`config.mk`:
```
export PLATFORM = sky130hd
export DESIGN_NAME = lcr_queue
export DESIGN_NICKNAME = d
export VERILOG_FILES = /design/src/sv/line_clip_rectangle_defines.svh /design/src/sv/lcr_pkg.sv /design/src/sv/lcr_queue.sv
export SDC_FILE = /design/constraint.sdc
export NUM_CORES = 1
export LEC_CHECK = 0
export ABC_AREA = 0
export BUFFER_PORTS_ARGS = -buffer_cell sky130_fd_sc_hd__buf_2
export CELL_PAD_IN_SITES_DETAIL_PLACEMENT = 1
export CELL_PAD_IN_SITES_GLOBAL_PLACEMENT = 1
export CORE_MARGIN = 10
export CORE_UTILIZATION = 50
export DETAILED_ROUTE_END_ITERATION = 7
export PLACE_DENSITY = 0.76
export REMOVE_ABC_BUFFERS = 1
export SYNTH_ARGS = -nofsm -noshare
export SYNTH_HDL_FRONTEND = slang
export SYNTH_SLANG_ARGS = --single-unit
```
`constraint.sdc`:
```
create_clock -name aclk -period 5.2 [get_ports aclk]
set_clock_uncertainty 0.05 [all_clocks]
set_input_delay 0.52 -clock aclk [delete_from_list [all_inputs] [get_ports aclk]]
set_output_delay 0.52 -clock aclk [all_outputs]
set_load 0.05 [all_outputs]
```
`src/sv/line_clip_rectangle_defines.svh`:
```
// assertion macros for the line clip rectangle block
`ifndef LINE_CLIP_RECTANGLE_DEFINES_SVH
`define LINE_CLIP_RECTANGLE_DEFINES_SVH

// same-cycle implication
`define LCR_ASSERT_IMP(name, clk, rstn, ante, cons, msg) \
    name: assert property (@(posedge clk) disable iff (!rstn) (ante) |-> (cons)) \
        else $error(msg);

// next-cycle implication
`define LCR_ASSERT_NXT(name, clk, rstn, ante, cons, msg) \
    name: assert property (@(posedge clk) disable iff (!rstn) (ante) |=> (cons)) \
        else $error(msg);

`endif

```
`src/sv/lcr_pkg.sv`:
```
// shared types and constants for the line clip rectangle block
`default_nettype none

package lcr_pkg;

    localparam int COORD_BITS   = 16;
    localparam int FRAC_BITS    = 8;
    localparam int OUT_BITS     = 24;
    localparam int DIFF_BITS    = COORD_BITS + 1;
    localparam int CFG_IDX_BITS = 2;

    localparam logic [CFG_IDX_BITS-1:0] REG_WINDOW_LEFT   = 2'd0;
    localparam logic [CFG_IDX_BITS-1:0] REG_WINDOW_BOTTOM = 2'd1;
    localparam logic [CFG_IDX_BITS-1:0] REG_WINDOW_RIGHT  = 2'd2;
    localparam logic [CFG_IDX_BITS-1:0] REG_WINDOW_TOP    = 2'd3;

    localparam logic signed [COORD_BITS-1:0] WINDOW_LEFT_RESET   = 16'sd0;
    localparam logic signed [COORD_BITS-1:0] WINDOW_BOTTOM_RESET = 16'sd0;
    localparam logic signed [COORD_BITS-1:0] WINDOW_RIGHT_RESET  = 16'sd32767;
    localparam logic signed [COORD_BITS-1:0] WINDOW_TOP_RESET    = 16'sd32767;

    typedef struct packed {
        logic signed [COORD_BITS-1:0] start_x;
        logic signed [COORD_BITS-1:0] start_y;
        logic signed [COORD_BITS-1:0] end_x;
        logic signed [COORD_BITS-1:0] end_y;
    } in_word_t;

    typedef struct packed {
        logic                       visible;
        logic signed [OUT_BITS-1:0] clip_start_x;
        logic signed [OUT_BITS-1:0] clip_start_y;
        logic signed [OUT_BITS-1:0] clip_end_x;
        logic signed [OUT_BITS-1:0] clip_end_y;
    } out_word_t;

    typedef struct packed {
        logic signed [COORD_BITS-1:0] left;
        logic signed [COORD_BITS-1:0] bottom;
        logic signed [COORD_BITS-1:0] right;
        logic signed [COORD_BITS-1:0] top;
    } window_t;

    typedef struct packed {
        logic signed [DIFF_BITS-1:0] num;
        logic signed [DIFF_BITS-1:0] den;
    } frac_t;

    typedef struct packed {
        logic                         visible;
        logic signed [COORD_BITS-1:0] x1;
        logic signed [COORD_BITS-1:0] y1;
        logic signed [DIFF_BITS-1:0]  dx;
        logic signed [DIFF_BITS-1:0]  dy;
        frac_t                        t_min;
        frac_t                        t_max;
    } task_t;

endpackage

`default_nettype wire

```
`src/sv/lcr_queue.sv`:
```
// four-word queue between the front and back pipelines
`default_nettype none

module lcr_queue (
    input  logic           aclk,
    input  logic           aresetn,
    input  logic           push,
    input  lcr_pkg::task_t push_data,
    output logic           full,
    input  logic           pop,
    output lcr_pkg::task_t head,
    output logic           empty
);

    localparam int DEPTH    = 4;
    localparam int PTR_BITS = $clog2(DEPTH);

    lcr_pkg::task_t      mem [DEPTH];
    logic [PTR_BITS-1:0] wr_ptr_reg, wr_ptr_next;
    logic [PTR_BITS-1:0] rd_ptr_reg, rd_ptr_next;
    logic [PTR_BITS:0]   count_reg, count_next;

    assign full  = (count_reg == (PTR_BITS+1)'(DEPTH));
    assign empty = (count_reg == '0);
    assign head  = mem[rd_ptr_reg];

    always_comb begin
        wr_ptr_next = push ? wr_ptr_reg + 1'b1 : wr_ptr_reg;
        rd_ptr_next = pop ? rd_ptr_reg + 1'b1 : rd_ptr_reg;
        count_next  = count_reg;
        if (push && !pop) begin
            count_next = count_reg + 1'b1;
        end else if (!push && pop) begin
            count_next = count_reg - 1'b1;
        end
    end

    always_ff @(posedge aclk) begin
        if (!aresetn) begin
            wr_ptr_reg <= '0;
            rd_ptr_reg <= '0;
            count_reg  <= '0;
        end else begin
            wr_ptr_reg <= wr_ptr_next;
            rd_ptr_reg <= rd_ptr_next;
            count_reg  <= count_next;
        end
    end

    always_ff @(posedge aclk) begin
        if (push) begin
            mem[wr_ptr_reg] <= push_data;
        end
    end

endmodule

`default_nettype wire

```
==> impl_metrics.env, run 1 <==
export IMPL_cts_buffers=54
export IMPL_rows=72
export IMPL_status="finished clean"
export IMPL_worstHoldPathType="input port to flip-flop"
export IMPL_whs_ns=0.1006
export IMPL_clock_sinks=549
export IMPL_nNetsFinal=1204
export IMPL_firstDrtPassIters=5
export IMPL_cts_setup_buffers=0
export IMPL_synthSimpleGateAreaFrac_pct=0.4593
export IMPL_io_pins=276
export IMPL_post_drt_wl_per_cell_um=26.05
export IMPL_track_usage_pct=17.64
export IMPL_max_vdd_ir_drop_v=0.0003261
export IMPL_drc=0
export IMPL_synthAdderAreaFrac_pct=0.4153
export IMPL_routed_wl_mm=42.28
export IMPL_viasPerCell=5.473
export IMPL_hold_violations=0
export IMPL_r2r_slack_ns=2.85
export IMPL_start_kind="flip-flop"
export IMPL_root_buffer="clkbuf_16"
export IMPL_hold_path_endpoint="mem[2][24]"
export IMPL_intPower_mw=7.586
export IMPL_switching_share_pct=25.67
export IMPL_die_height_um=219.4
export IMPL_p_clk_share_pct=35.4
export IMPL_ys_types=20
export IMPL_hp_start="push_data[24]"
export IMPL_layout_common_cells="540 x edfxtp_1, 275 x buf_2, 135 x mux4_2"
export IMPL_min_period_over_period_pct=66.64
export IMPL_postCtsHoldBufs=0
export IMPL_dp_cells=1521
export IMPL_syn_area_per_cell_um2=26.58
export IMPL_start_util_pct=50.98
export IMPL_period_minus_slack_ns=3.465
export IMPL_antenna_left=0
export IMPL_seqPwrFrac_pct=50.6
export IMPL_crit_slowest_cell="dfxtp_4"
export IMPL_die_area_um2=48150
export IMPL_post_cts_resized=0
export IMPL_powerDensity_nw_per_um2=433.0
export IMPL_cpPeakStageDelay_ns=0.87
export IMPL_grt_pass1_vias=9860
export IMPL_instances_no_fill=1623
export IMPL_r2r_start="wr_ptr_reg[0]"
export IMPL_gr_total_overflow=0
export IMPL_core_area_um2=39010
export IMPL_drtIter0Drc=678
export IMPL_crit_type="flip-flop to primary output"
export IMPL_synth_top_family_by_area="multiplexers"
export IMPL_synth_compound_area_share_pct=0.06292
export IMPL_largest_reg_flops=540
export IMPL_area_delta_synth_final_pct=18.52
export IMPL_htreeDepth=2
export IMPL_cts_buffer_depth=3
export IMPL_dr_total_vias=8882
export IMPL_syn_inst=748
export IMPL_r2r_end="mem[1][17]"
export IMPL_cts_tree="built"
export IMPL_syn_area_um2=19890
export IMPL_maxSlewHeadroom_pct=26.88
export IMPL_setup_viol=0
export IMPL_io_buffers=275
export IMPL_insertion_delay_ns=0.57
export IMPL_fin_area_um2=23570
export IMPL_leakagePower_nw=7.879
export IMPL_cp_data_arrival_time_ns=2.90
export IMPL_p_comb_share_pct=13.9
export IMPL_ys_warn_count=0
export IMPL_crit_chain="buf_12 > mux4_2 > buf_2"
export IMPL_critPathRequiredTime_ns=4.63
export IMPL_final_setup_tns_ns=0
export IMPL_antenna_found_initial=7
export IMPL_drive_gt1_share_pct=45.23
export IMPL_synth_xor_area_share_pct=0.2202
export IMPL_fmax_mhz=288.6
export IMPL_final_common_cell="edfxtp_1"
export IMPL_r2r_cells=3
export IMPL_synthMuxAreaShare_pct=15.39
export IMPL_drv_slew=0
export IMPL_maxCapViolations=0
export IMPL_rsz0062_at_grt="no"
export IMPL_switching_power_mw=2.620
export IMPL_place_congestion=0.6954
export IMPL_grt_pass1_wl_mm=63.39
export IMPL_worstSetupEndpointType="primary output"
export IMPL_grt_max_degree=95
export IMPL_place_hpwl_mm=26.26
export IMPL_worst_pin_slew_ns=1.097
export IMPL_fin_util_pct=60.42
export IMPL_path_clk_slew_ns=0.06
export IMPL_placed_cell_area_um2=21910
export IMPL_holdPathStages=1
export IMPL_yosysSeqAreaShare_pct=82.45
export IMPL_ys_ff_latch=549
export IMPL_die_w_um=219.4
export IMPL_cp_max_fo=61
-- layout make-up --
class                      count  area [um2]
clock buffer                  75        1524
clock inverter                23       128.9
inverter                       4       15.01
antenna                        4       10.01
tap                          518       648.1
timing repair buffer         285        1539
sequential                   549       16400
multi-input combinational    165        3301
fill                        3240       15440
-- routing by layer --
metal | wire [um] | GRT usage, % | up-vias
met4 | 676 | 4.666 | 6
met1 | 16510 | 22.52 | 4683
li1 | - | - | 3865
met2 | 21660 | 29.24 | 280
met3 | 3385 | 5.103 | 48
met5 | 40 | 0 | -
-- worst max path at each step --
stage	startpoint	end
2_1_floorplan	flip-flop	head[0]
3_3_place_gp	flip-flop	head[59]
3_5_place_dp	flip-flop	head[102]
4_1_cts	flip-flop	head[120]
5_1_grt	flip-flop	head[120]
6_report	flip-flop	head[120]
-- worst max-delay path, delay by kind of cell (launching register included) --
kind,cells,cell delay (ns)
buf+inv,2,0.70
flops,1,0.87
mux,1,0.62
-- power by group through the flow --
stage | sequential, mW | combinational (mW) | clock (mW)
global placement | 5.25 | 1.43 | 0
CTS | 5.17 | 1.45 | 3.71
floorplan | 5.30 | 1.02 | 0
finish | 5.17 | 1.42 | 3.62
global route | 5.19 | 1.50 | 3.89
detailed placement | 5.26 | 1.45 | 0
-- cell families (layout without fill, tap and decap cells) --
kind of cell | after synthesis | after routing
AND/OR/NAND/NOR | 15 | 15
AO/OA/AOI/OAI | 2 | 2
adder cells (fa/ha/maj) | 6 | 6
flip-flops | 549 | 549
XOR/XNOR | 5 | 5
other | 0 | 4
multiplexers | 137 | 137
buffers and inverters | 34 | 387
-- through the flow --
stage | setup WS [ns] | power [mW]
finish | 1.735 | 10.21
global route | 1.491 | 10.58
global placement | 2.277 | 6.676
CTS | 1.623 | 10.34
detailed placement | 2.268 | 6.713
floorplan | -1.869 | 6.321
-- cell usage after synthesis --
| cell | instances | area (um2) |
|---|---|---|
| a21boi_0 | 1 | 7.510 |
| dfxtp_1 | 9 | 180.2 |
| fa_1 | 1 | 20.02 |
| mux4_2 | 135 | 3040 |
| and2_1 | 9 | 56.30 |
| buf_6 | 7 | 78.83 |
| nor3_1 | 1 | 5.000 |
| or3_1 | 1 | 6.260 |
| mux2i_1 | 2 | 20.02 |
| nor2b_1 | 2 | 12.51 |
| clkbuf_1 | 8 | 30.03 |
| nand2_1 | 1 | 3.750 |
| xnor2_1 | 2 | 17.52 |
| nor3b_1 | 1 | 7.510 |
| o21ai_0 | 1 | 5.000 |
| inv_1 | 4 | 15.01 |
| edfxtp_1 | 540 | 16220 |
| ha_1 | 5 | 62.56 |
| buf_2 | 15 | 75.07 |
| xor2_1 | 3 | 26.28 |
Power figures use the tool's default switching activity.
==> inputs of run 2 (changes only) <==
==> constraint.sdc (replaced) <==
create_clock -name aclk -period 3.29 [get_ports aclk]
set_clock_uncertainty 0.05 [all_clocks]
set_input_delay 0.329 -clock aclk [delete_from_list [all_inputs] [get_ports aclk]]
set_output_delay 0.329 -clock aclk [all_outputs]
set_load 0.05 [all_outputs]
==> run 2 against run 1 <==
  * Global-route usage up 2.4 points
  * Combinational power rose by 73%
  * Wire length grew 13%
  * Critical path depth unchanged
  * Via count grew 8.8%
  * Die area is the same
  * Setup slack got worse by 1.3 ns
  * Sequential cell count did not move
  * Count of clock-buffer cells in the layout fell by 2
  * Hold slack got worse by 0.012 ns
  * Register-to-register slack got worse by 1.5 ns
==> impl_metrics.env, run 2 (same netlist as run 1, synthesis figures left out) <==
export IMPL_maxSlewHeadroom_pct=55.83
export IMPL_fin_area_um2=25120
export IMPL_worst_pin_slew_ns=0.6625
export IMPL_hp_start="pop"
export IMPL_antenna_left=0
export IMPL_min_period_over_period_pct=85.94
export IMPL_grt_pass1_wl_mm=71.39
export IMPL_period_minus_slack_ns=2.827
export IMPL_crit_slowest_cell="mux4_2"
export IMPL_crit_chain="buf_12 > mux4_2 > buf_2"
export IMPL_place_hpwl_mm=27.91
export IMPL_start_util_pct=50.98
export IMPL_root_buffer="clkbuf_16"
export IMPL_grt_pass1_vias=11010
export IMPL_worstHoldPathType="input port to flip-flop"
export IMPL_placed_cell_area_um2=22040
export IMPL_final_setup_tns_ns=0
export IMPL_leakagePower_nw=8.528
export IMPL_p_total_mw=16.61
export IMPL_whs_ns=0.08887
export IMPL_r2r_slack_ns=1.36
export IMPL_status="finished clean"
export IMPL_drtIter0Drc=840
export IMPL_cp_max_fo=42
export IMPL_powerDensity_nw_per_um2=661.2
export IMPL_gr_total_overflow=0
export IMPL_critPathRequiredTime_ns=2.91
export IMPL_post_drt_wl_per_cell_um=27.14
export IMPL_hold_path_endpoint="rd_ptr_reg[0]"
export IMPL_cp_data_arrival_time_ns=2.45
export IMPL_nNetsFinal=1349
export IMPL_grt_max_degree=83
export IMPL_dp_slack_ns=1.022
export IMPL_cts_buffers=55
export IMPL_path_depth=3
export IMPL_start_kind="flip-flop"
export IMPL_layout_common_cells="540 x edfxtp_1, 275 x buf_2, 136 x dlygate4sd3_1"
export IMPL_r2r_start="wr_ptr_reg[0]"
export IMPL_cts_tree="built"
export IMPL_firstDrtPassIters=5
export IMPL_final_common_cell="edfxtp_1"
export IMPL_max_vdd_ir_drop_v=0.0005515
export IMPL_holdPathStages=3
export IMPL_antenna_found_initial=6
export IMPL_drc=0
export IMPL_htreeDepth=2
export IMPL_worstSetupEndpointType="primary output"
export IMPL_insertion_delay_ns=0.57
export IMPL_track_usage_pct=20.02
export IMPL_r2r_end="mem[2][19]"
export IMPL_io_pins=276
export IMPL_cp_num_buf_inv=2
export IMPL_cts_buffer_depth=3
export IMPL_fmax_mhz=353.7
export IMPL_routed_wl_mm=47.95
export IMPL_r2r_cells=4
export IMPL_setup_viol=0
export IMPL_maxCapViolations=0
export IMPL_crit_type="flip-flop to primary output"
export IMPL_core_area_um2=39010
export IMPL_cpPeakStageDelay_ns=0.60
export IMPL_drv_slew=0
export IMPL_die_area_um2=48150
export IMPL_viasPerCell=5.471
export IMPL_place_congestion=0.7356
export IMPL_area_delta_synth_final_pct=26.31
export IMPL_path_clk_slew_ns=0.06
export IMPL_hold_violations=0
export IMPL_drive_gt1_share_pct=40.68
export IMPL_cp_top_family="buffers and inverters"
export IMPL_dr_total_vias=9667
export IMPL_die_height_um=219.4
export IMPL_clock_sinks=549
export IMPL_largest_reg_flops=540
export IMPL_setup_ws_ns=0.4627
export IMPL_rsz0062_at_grt="no"
export IMPL_rows=72
export IMPL_io_buffers=275
export IMPL_die_w_um=219.4
[run 2: changes by cell type in the layout (fill, tap and decap cells not counted)]
cell / before / now
dlygate4sd3_1: 0 / 136
buf_12: 7 / 13
bufinv_16: 1 / 4
clkbuf_8: 3 / 0
buf_4: 3 / 5
clkinv_1: 11 / 9
clkbuf_1: 15 / 16
clkinv_2: 10 / 9
clkinv_4: 0 / 1
diode_2: 4 / 5
[run 2: metal layers]
layer / up-vias / part of all wire, % / track usage [%]
met3: 82 / 7.4 / 4.993
met5: - / 0 / 0
met4: 0 / 2.5 / 6.160
met1: 5083 / 37 / 24.28
li1: 4150 / - / -
met2: 352 / 53 / 34.76
[run 2: worst max-delay path by stage]
| stage | end | startpoint | slack, ns |
|---|---|---|---|
| floorplan | head[0] | flip-flop | -3.59 |
| global placement | head[48] | flip-flop | 1.04 |
| detailed placement | head[75] | flip-flop | 1.02 |
| CTS | head[48] | flip-flop | 0.38 |
| global route | head[19] | flip-flop | 0.30 |
| finish | head[44] | flip-flop | 0.46 |
[run 2: through the flow]
step                util (%)  instances
floorplan                  -        718
global placement       56.51       1529
detailed placement     56.51       1529
CTS                    64.36       1762
global route           64.38       1765
finish                 64.39       1767
[run 2: area by class of cell]
type	instances	area, um2
timing repair buffer	429	3035
clock inverter	24	215.2
inverter	4	15.01
fill	3178	13890
multi-input combinational	165	3301
clock buffer	73	1486
antenna	5	12.51
sequential	549	16400
tap	518	648.1
[run 2: repair_timing]
item / 4_1_cts / 5_1_grt
setup buffers: 0 / 0
gates resized for setup: 0 / 0
endpoints found under the hold margin: 544 / 0
hold buffers: 136 / 0
[run 2: report_power, final]
part	total, mW	internal, mW	switching, mW
combinational	2.46	0.786	1.67
sequential	8.16	8.04	0.124
clock	5.98	3.46	2.52
[run 2: worst register-to-register path, cell delays in order, from the launching register on]
cell	delay, ns
dfxtp_1	0.34
inv_1	0.10
ha_1	0.15
and2_4	0.53
buf_4	0.43
